===== src/hdl/assert_macros.svh =====
// assertion helpers shared by the rtl
`ifndef ASSERT_MACROS_SVH
`define ASSERT_MACROS_SVH
`ifndef SYNTH
// property must hold at every clock outside reset
`define CHK_ASSERT(lbl, clk, rstn, prop) \
  lbl: assert property (@(posedge clk) disable iff (!rstn) prop) \
    else $error("check failed");
// condition must never be true outside reset
`define CHK_NEVER(lbl, clk, rstn, cond) \
  lbl: assert property (@(posedge clk) disable iff (!rstn) !(cond)) \
    else $error("forbidden condition seen");
`else
`define CHK_ASSERT(lbl, clk, rstn, prop)
`define CHK_NEVER(lbl, clk, rstn, cond)
`endif
`endif


===== src/hdl/zsd_pkg.sv =====
`default_nettype none
package zsd_pkg;

  localparam int unsigned MAX_NAME_LEN = 4096;
  localparam logic [16:0] MAX_NAME_LEN_W = 17'(MAX_NAME_LEN);
  localparam logic [31:0] SIG_LOCAL = 32'h04034b50;
  localparam logic [15:0] ZIP64_ID = 16'h0001;
  localparam logic [63:0] SENT32 = 64'h0000_0000_FFFF_FFFF;
  localparam logic [15:0] HDR_LEN = 16'd26;

  localparam int unsigned QUEUE_DEPTH = 4;
  localparam int unsigned QPTR_W = $clog2(QUEUE_DEPTH);
  localparam int unsigned QCNT_W = $clog2(QUEUE_DEPTH + 1);

  typedef enum logic [2:0] {
    KIND_NAME  = 3'd0,
    KIND_DATA  = 3'd1,
    KIND_ENTRY = 3'd2,
    KIND_DONE  = 3'd3,
    KIND_ERROR = 3'd4
  } kind_e;

  typedef enum logic [1:0] {
    ERR_FORMAT = 2'd0,
    ERR_UNSUP  = 2'd1,
    ERR_TRUNC  = 2'd2
  } err_e;

  typedef enum logic [2:0] {
    PH_SIG   = 3'd0,
    PH_HDR   = 3'd1,
    PH_NAME  = 3'd2,
    PH_EXTRA = 3'd3,
    PH_DATA  = 3'd4,
    PH_HALT  = 3'd5
  } phase_e;

  typedef enum logic [2:0] {
    W_ID0  = 3'd0,
    W_ID1  = 3'd1,
    W_SZ0  = 3'd2,
    W_SZ1  = 3'd3,
    W_SKIP = 3'd4,
    W_Z64U = 3'd5,
    W_Z64C = 3'd6,
    W_DONE = 3'd7
  } walk_e;

  typedef struct packed {
    kind_e       kind;
    logic [7:0]  data;
    logic [63:0] size;
    logic        dir;
    logic        lastb;
    logic [31:0] count;
    err_e        err;
  } res_t;

  // results caused by one input transfer
  typedef struct packed {
    logic two;
    res_t r0;
    res_t r1;
  } item_t;

  function automatic res_t mk_res(kind_e kind, logic [7:0] data, logic [63:0] size,
                                  logic dir, logic lastb, logic [31:0] count, err_e err);
    res_t r;
    r.kind  = kind;
    r.data  = data;
    r.size  = size;
    r.dir   = dir;
    r.lastb = lastb;
    r.count = count;
    r.err   = err;
    return r;
  endfunction

endpackage
`default_nettype wire


===== src/hdl/zip_stored_entry_deframer.sv =====
// Stored-entry archive deframer.
// Input stream: one archive byte per transfer on s_axis_tdata[7:0]; a transfer
// with s_axis_tuser[0] set marks end of input and carries no byte.
// Output stream: one result per transfer, kind on m_axis_tuser; m_axis_tlast
// marks the last result caused by one input transfer (at most two results).
// Name bytes, an entry announcement with its size, data bytes (last one
// flagged), then a finish count or an error code close the archive. After
// finish or error all further input is taken and dropped until reset.
// Throughput: one input byte per cycle while the queue has room. The parser
// updates its state once per accepted byte; results go through a four-entry
// queue and an output register. The last name byte of an entry with no extra
// field gives two results, which leave the output one after the other; the
// queue absorbs that.
// When the receiver stalls, the queue fills and s_axis_tready drops once four
// entries are waiting. Reset returns the parser to waiting for a signature
// with a zero entry count and empties the queue.
`default_nettype none
module zip_stored_entry_deframer
  import zsd_pkg::*;
(
  input  wire logic         clk_i,
  input  wire logic         rst_ni,
  input  wire logic         s_axis_tvalid,
  output logic              s_axis_tready,
  input  wire logic [7:0]   s_axis_tdata,  // in_byte
  input  wire logic [0:0]   s_axis_tuser,  // end_of_input
  output logic              m_axis_tvalid,
  input  wire logic         m_axis_tready,
  // out_byte, entry_size, is_directory, last_data_byte, entry_count, error_code
  output logic [111:0]      m_axis_tdata,
  output logic [2:0]        m_axis_tuser,  // kind
  output logic              m_axis_tlast   // last_of_run
);

  logic  push, room, pop, not_empty;
  item_t push_item, head_item;
  res_t  res;

  zsd_front u_front (
    .clk_i   (clk_i),
    .rst_ni  (rst_ni),
    .valid_i (s_axis_tvalid),
    .byte_i  (s_axis_tdata),
    .eoi_i   (s_axis_tuser[0]),
    .room_i  (room),
    .ready_o (s_axis_tready),
    .push_o  (push),
    .item_o  (push_item)
  );

  zsd_queue u_queue (
    .clk_i       (clk_i),
    .rst_ni      (rst_ni),
    .push_i      (push),
    .item_i      (push_item),
    .room_o      (room),
    .pop_i       (pop),
    .not_empty_o (not_empty),
    .head_o      (head_item)
  );

  zsd_back u_back (
    .clk_i       (clk_i),
    .rst_ni      (rst_ni),
    .not_empty_i (not_empty),
    .item_i      (head_item),
    .pop_o       (pop),
    .ready_i     (m_axis_tready),
    .valid_o     (m_axis_tvalid),
    .res_o       (res),
    .last_o      (m_axis_tlast)
  );

  assign m_axis_tdata = {4'd0, res.err, res.count, res.lastb, res.dir, res.size, res.data};
  assign m_axis_tuser = res.kind;

endmodule
`default_nettype wire


===== src/hdl/zsd_front.sv =====
`default_nettype none
module zsd_front
  import zsd_pkg::*;
(
  input  wire logic        clk_i,
  input  wire logic        rst_ni,
  input  wire logic        valid_i,
  input  wire logic [7:0]  byte_i,
  input  wire logic        eoi_i,
  input  wire logic        room_i,
  output logic             ready_o,
  output logic             push_o,
  output item_t            item_o
);

  phase_e      phase_q, phase_d;
  walk_e       walk_q, walk_d;
  logic [15:0] pos_q, pos_d;
  logic [63:0] asm_q, asm_d;
  logic        desc_q, desc_d;
  logic [15:0] method_q, method_d;
  logic [63:0] csize_q, csize_d;
  logic [63:0] usize_q, usize_d;
  logic [15:0] nlen_q, nlen_d;
  logic [15:0] xlen_q, xlen_d;
  logic [15:0] rid_q, rid_d;
  logic [15:0] rsize_q, rsize_d;
  logic        slash_q, slash_d;
  logic [63:0] remain_q, remain_d;
  logic [31:0] count_q, count_d;

  res_t r0, r1, rd;
  logic n0, n1, dec, dec_slot1;
  logic accept;

  assign ready_o = room_i;
  assign accept  = valid_i & room_i;

  // parse one byte and build its results
  always_comb begin
    phase_d  = phase_q;   walk_d  = walk_q;  pos_d   = pos_q;   asm_d    = asm_q;
    desc_d   = desc_q;    method_d = method_q; csize_d = csize_q; usize_d = usize_q;
    nlen_d   = nlen_q;    xlen_d  = xlen_q;  rid_d   = rid_q;   rsize_d  = rsize_q;
    slash_d  = slash_q;   remain_d = remain_q; count_d = count_q;
    r0 = '0; r1 = '0; rd = '0; n0 = 1'b0; n1 = 1'b0; dec = 1'b0; dec_slot1 = 1'b0;
    case (phase_q)
      PH_SIG: begin
        if (eoi_i) begin
          r0 = mk_res((pos_q == 16'd0) ? KIND_DONE : KIND_ERROR, 8'd0, 64'd0, 1'b0,
                      1'b0, count_q, ERR_FORMAT);
          n0 = 1'b1;
          phase_d = PH_HALT;
        end else begin
          if (pos_q == 16'd0) asm_d = '0;
          asm_d[8*pos_q[1:0] +: 8] = byte_i;
          pos_d = pos_q + 16'd1;
          if (pos_d >= 16'd4) begin
            pos_d = '0;
            if (asm_d == {32'd0, SIG_LOCAL}) begin
              phase_d = PH_HDR;
            end else begin
              r0 = mk_res(KIND_DONE, 8'd0, 64'd0, 1'b0, 1'b0, count_q, ERR_FORMAT);
              n0 = 1'b1;
              phase_d = PH_HALT;
            end
          end
        end
      end
      PH_HDR: begin
        if (eoi_i) begin
          r0 = mk_res(KIND_ERROR, 8'd0, 64'd0, 1'b0, 1'b0, count_q, ERR_FORMAT);
          n0 = 1'b1;
          phase_d = PH_HALT;
        end else begin
          case (pos_q)
            16'd2:  desc_d = byte_i[3];
            16'd4:  method_d = {8'd0, byte_i};
            16'd5:  method_d[15:8] = byte_i;
            16'd14: csize_d = {56'd0, byte_i};
            16'd15: csize_d[15:8] = byte_i;
            16'd16: csize_d[23:16] = byte_i;
            16'd17: csize_d[31:24] = byte_i;
            16'd18: usize_d = {56'd0, byte_i};
            16'd19: usize_d[15:8] = byte_i;
            16'd20: usize_d[23:16] = byte_i;
            16'd21: usize_d[31:24] = byte_i;
            16'd22: nlen_d = {8'd0, byte_i};
            16'd23: nlen_d[15:8] = byte_i;
            16'd24: xlen_d = {8'd0, byte_i};
            16'd25: xlen_d[15:8] = byte_i;
            default: ;
          endcase
          pos_d = pos_q + 16'd1;
          if (pos_d >= HDR_LEN) begin
            pos_d = '0;
            if (nlen_d == 16'd0 || {1'b0, nlen_d} >= MAX_NAME_LEN_W) begin
              r0 = mk_res(KIND_ERROR, 8'd0, 64'd0, 1'b0, 1'b0, count_q, ERR_FORMAT);
              n0 = 1'b1;
              phase_d = PH_HALT;
            end else begin
              slash_d = 1'b0;
              phase_d = PH_NAME;
            end
          end
        end
      end
      PH_NAME: begin
        if (eoi_i) begin
          r0 = mk_res(KIND_ERROR, 8'd0, 64'd0, 1'b0, 1'b0, count_q, ERR_FORMAT);
          n0 = 1'b1;
          phase_d = PH_HALT;
        end else begin
          r0 = mk_res(KIND_NAME, byte_i, 64'd0, 1'b0, 1'b0, 32'd0, ERR_FORMAT);
          n0 = 1'b1;
          slash_d = (byte_i == 8'h2F);
          pos_d = pos_q + 16'd1;
          if (pos_d >= nlen_q) begin
            pos_d = '0;
            if (xlen_q == 16'd0) begin
              dec = 1'b1;
              dec_slot1 = 1'b1;
            end else begin
              walk_d = W_ID0;
              phase_d = PH_EXTRA;
            end
          end
        end
      end
      PH_EXTRA: begin
        if (eoi_i) begin
          r0 = mk_res(KIND_ERROR, 8'd0, 64'd0, 1'b0, 1'b0, count_q, ERR_FORMAT);
          n0 = 1'b1;
          phase_d = PH_HALT;
        end else begin
          // extra field record walk
          case (walk_q)
            W_ID0: begin
              if (({1'b0, xlen_q} - {1'b0, pos_q}) < 17'd4) begin
                walk_d = W_DONE;
              end else begin
                rid_d = {8'd0, byte_i};
                walk_d = W_ID1;
              end
            end
            W_ID1: begin
              rid_d[15:8] = byte_i;
              walk_d = W_SZ0;
            end
            W_SZ0: begin
              rsize_d = {8'd0, byte_i};
              walk_d = W_SZ1;
            end
            W_SZ1: begin
              rsize_d = {byte_i, rsize_q[7:0]};
              if (({2'b0, pos_q} + 18'd1 + {2'b0, rsize_d}) > {2'b0, xlen_q}) begin
                walk_d = W_DONE;
              end else if (rid_q == ZIP64_ID) begin
                rid_d = '0;
                if (usize_q == SENT32 && rsize_d >= 16'd8) walk_d = W_Z64U;
                else if (csize_q == SENT32 && rsize_d >= 16'd8) walk_d = W_Z64C;
                else walk_d = W_DONE;
              end else if (rsize_d == 16'd0) begin
                walk_d = W_ID0;
              end else begin
                walk_d = W_SKIP;
              end
            end
            W_SKIP: begin
              rsize_d = rsize_q - 16'd1;
              if (rsize_d == 16'd0) walk_d = W_ID0;
            end
            W_Z64U, W_Z64C: begin
              asm_d = {byte_i, asm_q[63:8]};
              rid_d = rid_q + 16'd1;
              if (walk_q == W_Z64C) begin
                if (rid_d == 16'd8) begin
                  csize_d = asm_d;
                  walk_d = W_DONE;
                end
              end else if (rid_d == 16'd8) begin
                usize_d = asm_d;
                if (!(csize_q == SENT32 && rsize_q >= 16'd16)) walk_d = W_DONE;
              end else if (rid_d == 16'd16) begin
                csize_d = asm_d;
                walk_d = W_DONE;
              end
            end
            default: ;
          endcase
          pos_d = pos_q + 16'd1;
          if (pos_d >= xlen_q) dec = 1'b1;
        end
      end
      PH_DATA: begin
        if (eoi_i) begin
          r0 = mk_res(KIND_ERROR, 8'd0, 64'd0, 1'b0, 1'b0, count_q, ERR_TRUNC);
          n0 = 1'b1;
          phase_d = PH_HALT;
        end else begin
          remain_d = remain_q - 64'd1;
          r0 = mk_res(KIND_DATA, byte_i, 64'd0, 1'b0, remain_d == 64'd0, 32'd0,
                      ERR_FORMAT);
          n0 = 1'b1;
          if (remain_d == 64'd0) begin
            count_d = count_q + 32'd1;
            pos_d = '0;
            phase_d = PH_SIG;
          end
        end
      end
      default: ;
    endcase

    // entry decision after name or extra field
    if (dec) begin
      pos_d = '0;
      if (desc_d && csize_d == 64'd0) begin
        rd = mk_res(KIND_ERROR, 8'd0, 64'd0, 1'b0, 1'b0, count_q, ERR_UNSUP);
        phase_d = PH_HALT;
      end else if (method_d != 16'd0) begin
        rd = mk_res(KIND_ERROR, 8'd0, 64'd0, 1'b0, 1'b0, count_q, ERR_UNSUP);
        phase_d = PH_HALT;
      end else if (csize_d != usize_d) begin
        rd = mk_res(KIND_ERROR, 8'd0, 64'd0, 1'b0, 1'b0, count_q, ERR_FORMAT);
        phase_d = PH_HALT;
      end else begin
        rd = mk_res(KIND_ENTRY, 8'd0, usize_d, slash_d, 1'b0, 32'd0, ERR_FORMAT);
        if (slash_d || usize_d == 64'd0) begin
          count_d = count_q + 32'd1;
          phase_d = PH_SIG;
        end else begin
          remain_d = usize_d;
          phase_d = PH_DATA;
        end
      end
      if (dec_slot1) begin
        r1 = rd;
        n1 = 1'b1;
      end else begin
        r0 = rd;
        n0 = 1'b1;
      end
    end
  end

  assign push_o     = accept & n0;
  assign item_o.two = n1;
  assign item_o.r0  = r0;
  assign item_o.r1  = r1;

  // parser state
  always_ff @(posedge clk_i or negedge rst_ni) begin
    if (!rst_ni) begin
      phase_q <= PH_SIG;   walk_q <= W_ID0;   pos_q <= '0;    asm_q <= '0;
      desc_q <= 1'b0;      method_q <= '0;    csize_q <= '0;  usize_q <= '0;
      nlen_q <= '0;        xlen_q <= '0;      rid_q <= '0;    rsize_q <= '0;
      slash_q <= 1'b0;     remain_q <= '0;    count_q <= '0;
    end else if (accept) begin
      phase_q <= phase_d;  walk_q <= walk_d;  pos_q <= pos_d;  asm_q <= asm_d;
      desc_q <= desc_d;    method_q <= method_d; csize_q <= csize_d; usize_q <= usize_d;
      nlen_q <= nlen_d;    xlen_q <= xlen_d;  rid_q <= rid_d;  rsize_q <= rsize_d;
      slash_q <= slash_d;  remain_q <= remain_d; count_q <= count_d;
    end
  end

endmodule
`default_nettype wire


===== src/hdl/zsd_queue.sv =====
`default_nettype none
`include "assert_macros.svh"
module zsd_queue
  import zsd_pkg::*;
(
  input  wire logic clk_i,
  input  wire logic rst_ni,
  input  wire logic push_i,
  input  item_t     item_i,
  output logic      room_o,
  input  wire logic pop_i,
  output logic      not_empty_o,
  output item_t     head_o
);

  item_t             mem_q [QUEUE_DEPTH];
  logic [QPTR_W-1:0] wr_q, rd_q;
  logic [QCNT_W-1:0] cnt_q;

  assign room_o      = cnt_q != QCNT_W'(QUEUE_DEPTH);
  assign not_empty_o = cnt_q != '0;
  assign head_o      = mem_q[rd_q];

  // pointers and fill count
  always_ff @(posedge clk_i or negedge rst_ni) begin
    if (!rst_ni) begin
      wr_q  <= '0;
      rd_q  <= '0;
      cnt_q <= '0;
    end else begin
      if (push_i) wr_q <= wr_q + 1'b1;
      if (pop_i) rd_q <= rd_q + 1'b1;
      if (push_i && !pop_i) cnt_q <= cnt_q + 1'b1;
      else if (pop_i && !push_i) cnt_q <= cnt_q - 1'b1;
    end
  end

  // entry storage
  always_ff @(posedge clk_i) begin
    if (push_i) mem_q[wr_q] <= item_i;
  end

  `CHK_NEVER(a_cnt_bound, clk_i, rst_ni, cnt_q > QCNT_W'(QUEUE_DEPTH))
  `CHK_ASSERT(a_pop_nonempty, clk_i, rst_ni, pop_i |-> cnt_q != '0)
  `CHK_ASSERT(a_push_grows, clk_i, rst_ni, (push_i && !pop_i) |=> cnt_q != '0)

endmodule
`default_nettype wire


===== src/hdl/zsd_back.sv =====
`default_nettype none
`include "assert_macros.svh"
module zsd_back
  import zsd_pkg::*;
(
  input  wire logic clk_i,
  input  wire logic rst_ni,
  input  wire logic not_empty_i,
  input  item_t     item_i,
  output logic      pop_o,
  input  wire logic ready_i,
  output logic      valid_o,
  output res_t      res_o,
  output logic      last_o
);

  logic sel_q, sel_d;
  logic mv_q, mv_d;
  res_t res_q;
  logic last_q;
  logic load;

  assign load = !mv_q || ready_i;

  // unpack one or two results per queue entry
  always_comb begin
    pop_o = 1'b0;
    sel_d = sel_q;
    mv_d  = mv_q;
    if (load) begin
      if (not_empty_i) begin
        mv_d = 1'b1;
        if (item_i.two && !sel_q) begin
          sel_d = 1'b1;
        end else begin
          sel_d = 1'b0;
          pop_o = 1'b1;
        end
      end else begin
        mv_d = 1'b0;
      end
    end
  end

  always_ff @(posedge clk_i or negedge rst_ni) begin
    if (!rst_ni) begin
      sel_q <= 1'b0;
      mv_q  <= 1'b0;
    end else begin
      sel_q <= sel_d;
      mv_q  <= mv_d;
    end
  end

  // output register
  always_ff @(posedge clk_i) begin
    if (load && not_empty_i) begin
      res_q  <= sel_q ? item_i.r1 : item_i.r0;
      last_q <= sel_q | !item_i.two;
    end
  end

  assign valid_o = mv_q;
  assign res_o   = res_q;
  assign last_o  = last_q;

  `CHK_NEVER(a_sel_needs_two, clk_i, rst_ni, sel_q && !(not_empty_i && item_i.two))
  `CHK_ASSERT(a_second_follows, clk_i, rst_ni, (load && sel_q) |-> pop_o)

endmodule
`default_nettype wire

===== config.mk =====
export PLATFORM = sky130hd
export DESIGN_NAME = zip_stored_entry_deframer
export DESIGN_NICKNAME = d
export VERILOG_FILES = /design/src/hdl/zsd_pkg.sv /design/src/hdl/zip_stored_entry_deframer.sv /design/src/hdl/zsd_front.sv /design/src/hdl/zsd_queue.sv /design/src/hdl/zsd_back.sv
export VERILOG_INCLUDE_DIRS = /design/src /design/src/hdl
export SDC_FILE = /design/constraint.sdc
export NUM_CORES = 2
export LEC_CHECK = 0
export BUFFER_PORTS_ARGS = -buffer_cell sky130_fd_sc_hd__buf_2
export CAP_MARGIN = 15
export CORE_MARGIN = 4
export CORE_UTILIZATION = 40
export CTS_BUF_LIST = sky130_fd_sc_hd__clkbuf_2 sky130_fd_sc_hd__clkbuf_4 sky130_fd_sc_hd__clkbuf_8
export DETAILED_ROUTE_END_ITERATION = 8
export PLACE_DENSITY_LB_ADDON = 0.25
export SYNTH_ARGS = -nofsm -noshare
export SYNTH_HDL_FRONTEND = slang
export SYNTH_SLANG_ARGS = --single-unit

===== constraint.sdc =====
create_clock -name clk_i -period 24.7 [get_ports clk_i]
set_input_delay 2.47 -clock clk_i [delete_from_list [all_inputs] [get_ports clk_i]]
set_output_delay 2.47 -clock clk_i [all_outputs]
set_load 0.03 [all_outputs]

==> summary.md <==
| Metric | Value |
|---|---|
| Number of distinct library cells after synthesis | `104` |
| WS Path Type | `flip-flop to flip-flop` |
| Compound-cell area share of the yosys netlist | `0.106` |
| Minimum clock period | `8.76 ns` |
| Leak Pwr | `27.3 nW` |
| Worst-case setup slack after placement | `15.35 ns` |
| Deepest clock path buffer count | `3` |
| Post-Synth Adder-Cell Area | `0.0211` |
| Switch Pwr | `1.93 mW` |
| Post-synthesis xor/xnor area fraction | `0.0217` |
| Share of synthesized registers carrying an async set or reset | `0.295` |
| Total length of routed wires | `192 mm` |
| Largest net degree at the start of global routing | `118` |
| Share of synthesized area occupied by flip-flops and latches | `0.603` |
| Vertical die dimension | `409 um` |
| Residual overflow from global routing | `0` |
| Final ANT Viol Nets | `0` |
| Syn Inst Count | `4926` |
| Clock sink total | `1361` |
| Drc violations | `0` |
| Hold-critical path depth | `2` |
| Post-synth EDFFs | `960` |
| Total die area | `0.168 mm^2` |
| Simple-gate share of the synthesized area | `0.117` |
| Post-CTS setup-driven buffer insertion count | `0` |
| Synth Register Bits | `1361` |
| Maximum clock rate | `114 MHz` |
| Number of resized instances in the post-cts repair step | `0` |
| Post-CTS clock slew at the launch and capture registers of the worst setup and hold paths | `0.06 ns` |
| Worst slew margin relative to its limit | `0.137` |
| Ratio of final minimum period to clock period | `0.355` |
| Final HPWL from detailed placement | `124 mm` |
| Top Layer Used | `met4` |
| Post-synthesis area per instance | `13.1 um^2` |
| Die width | `409 um` |
| Run status | `finished clean` |
| Met1 WL | `82.9 mm` |
| Maximum resistive drop on vdd | `62.9 uV` |
| H-tree levels | `4` |
| Pwr Density | `87.0 mW/mm^2` |
| Area overhead of the layout relative to synthesis | `12.3%` |
| Routed length on met2 | `87.6 mm` |
| Register share of total power | `0.433` |
| Num ports | `131` |
| Number of violations of the max-capacitance limit | `0` |
| Routed WL per cell | `25.7 um` |
| Starting DRC count in detailed routing | `5036` |
| Data required time of the critical path | `25.41 ns` |
| Combinational fraction of design power | `0.237` |
| Fin Setup TNS | `0 ns` |
| Endpoints failing hold | `0` |
| Final RePlAce weighted congestion | `0.976` |
| Total length of routed met3 wires | `14.9 mm` |
| Clock tree from TritonCTS | `done` |
| Ratio of cells with drive above 1 in the final layout | `0.198` |
| Setup clock skew after layout | `0.0889 ns` |
| Tot GR Track Use | `0.224` |
| First-pass GRT wire length | `286 mm` |
| Crit path capture type | `flip-flop` |
| Starting Density | `0.402` |
| Input/output buffers | `126` |
| Slew @ Worst Pin | `1.29 ns` |
| Area of the mapped netlist | `0.0644 mm^2` |
| Ranking of synthesized cells by area | `sky130_fd_sc_hd__edfxtp_1 45%, sky130_fd_sc_hd__dfrtp_1 16%, sky130_fd_sc_hd__mux4_2 7.4%` |
| Via count | `44200` |
| Clock latency reported for the late side of the worst-skew pair | `0.97 ns` |
| Internal power consumption | `4.37 mW` |
| Vias/cell | `5.93` |
| Length in cells of the worst reg-to-reg path | `15` |
| Inserted Clock Buffers | `224` |
| Via count of the first global-routing pass | `43400` |
| Initial antenna violation count | `5` |
| Post-route setup slack | `15.94 ns` |
| Crit path DAT | `9.47 ns` |
| Share of cell area taken by muxes after synthesis | `0.104` |
| Part of the total power dissipated in the clock network | `0.330` |
| Placed Area | `0.0676 mm^2` |
| Number of buffers added to fix hold violations after cts | `0` |
| Final layout net count | `5215` |
| Most common cell in the netlist | `sky130_fd_sc_hd__edfxtp_1` |
| Core ar. | `0.160 mm^2` |
| Kind of launch point of the worst setup path | `flip-flop` |
| Class of the worst hold path | `flip-flop to flip-flop` |
| Top cell type by total area after synthesis | `sky130_fd_sc_hd__edfxtp_1` |
| Net Sw Frac | `0.306` |
| CTS Root Buffer Type | `sky130_fd_sc_hd__clkbuf_8` |
| Router iterations before antenna repair | `6` |
| Maximum fanout along the worst path | `50` |
| Unrepaired setup endpoints after global routing | `no` |
| Ranking of synthesized cells by instance count | `960 x sky130_fd_sc_hd__edfxtp_1, 401 x sky130_fd_sc_hd__dfrtp_1, 366 x sky130_fd_sc_hd__nand2_1, 321 x sky130_fd_sc_hd__nor2_1, 267 x sky130_fd_sc_hd__o21ai_0` |
| Row count | `147` |
| Post-route cell area | `0.0724 mm^2` |
| Final max-slew violation count | `0` |
| Most instantiated flip-flop cell in the synthesis netlist | `sky130_fd_sc_hd__edfxtp_1` |
| Final-report setup violation count | `0` |
| Warnings, synthesis | `0` |
| Proportion of netlist area held by the largest area contributor | `0.447` |
| Dominant combinational cell family by area after synthesis | `simple AND/OR/NAND/NOR gates` |
flip-flops by register name (all words and copies together) (netlist names), 32 cells and up:
signal,count
u_queue.mem_q,848
u_back.res_o,111
u_front.asm_q,64
u_front.csize_q,64
u_front.remain_q,64
u_front.usize_q,64
u_front.count_q,32
cell families (layout without fill, tap and decap cells):
| group | after synthesis | after routing |
|---|---|---|
| adders and majority gates | 107 | 107 |
| xor gates and xnor gates | 160 | 160 |
| AOI/OAI and AO/OA | 1001 | 1001 |
| muxes | 385 | 385 |
| buffers and inverters | 429 | 792 |
| DFF | 1361 | 1361 |
| and+or+nand+nor | 1482 | 1482 |
| other | 1 | 11 |
metrics by stage:
stage	util	power [mW]	cells	hold slack, ns
global placement	0.421	4.29	7028	0.465
floorplan	-	3.85	4929	0.449
detailed placement	0.421	4.29	7028	0.472
global route	0.451	6.59	7454	0.515
finish	0.451	6.30	7459	0.484
CTS	0.451	6.38	7451	0.488
power by group through the flow:
stage	Combinational, mW	Clock [mW]	Sequential (mW)
after detailed placement	1.52	0	2.77
after global placement	1.52	0	2.78
after CTS	1.52	2.13	2.73
after floorplan	0.931	0	2.92
final	1.49	2.08	2.72
after global routing	1.61	2.24	2.74
worst max-delay path: stages (launching register included):
cell                      delay (ns)
sky130_fd_sc_hd__dfrtp_1        0.53
sky130_fd_sc_hd__nand3_1        0.46
sky130_fd_sc_hd__nor3_1         0.48
sky130_fd_sc_hd__mux2i_1        0.64
sky130_fd_sc_hd__nand3_1        0.80
sky130_fd_sc_hd__or4_2          0.80
sky130_fd_sc_hd__buf_4          0.36
sky130_fd_sc_hd__a31oi_1        0.52
sky130_fd_sc_hd__xor2_1         0.11
sky130_fd_sc_hd__or4_1          0.59
sky130_fd_sc_hd__nor4_1         0.54
sky130_fd_sc_hd__nand4_1        0.46
sky130_fd_sc_hd__nor2_1         0.58
sky130_fd_sc_hd__nand2_2        0.65
sky130_fd_sc_hd__buf_4          0.55
sky130_fd_sc_hd__nor2_1         0.30
routing by layer:
metal  track usage  vias to the layer above
met2         0.346                     1921
met4        0.0742                        0
li1              -                    19400
met5             0                        -
met1         0.316                    22500
met3        0.0464                      392
worst paths after layout:
path	start	endpoint	slack [ns]
worst max-delay path	u_front.rid_q[2]	u_queue.mem_q[3][156]	15.94
worst min-delay path	u_front.asm_q[2]	u_front.asm_q[2]	0.48
worst max register to register	u_front.rid_q[2]	u_queue.mem_q[3][156]	15.94
worst min register to register	u_front.asm_q[2]	u_front.asm_q[2]	0.48
max in group asynchronous	rst_ni	u_front.asm_q[61]	20.75
min in group asynchronous	rst_ni	u_front.rid_q[12]	1.59
layout make-up:
type | count | area, um^2
Multi-Input combinational cell | 3139 | 24000
Clock inverter | 95 | 796
Timing Repair Buffer | 250 | 1570
Antenna cell | 7 | 17.5
Fill cell | 14600 | 88000
Inverter | 119 | 447
Clock buffer | 328 | 4000
Sequential cell | 1361 | 38900
Tap cell | 2160 | 2700
placed cells by master, fill, tap and decap left out, drive strengths merged, types with 64 or more instances in the layout:
cell      n
a21oi   179
a22o     97
and2    138
and3     64
buf     250
clkbuf  328
clkinv   73
dfrtp   401
edfxtp  960
ha      104
inv     127
mux2    129
mux4    212
nand2   366
nand3    96
nand4    98
nor2    321
nor3    111
nor4     87
o21ai   275
xnor2   114
No activity file was read; power rests on OpenSTA's default activity.
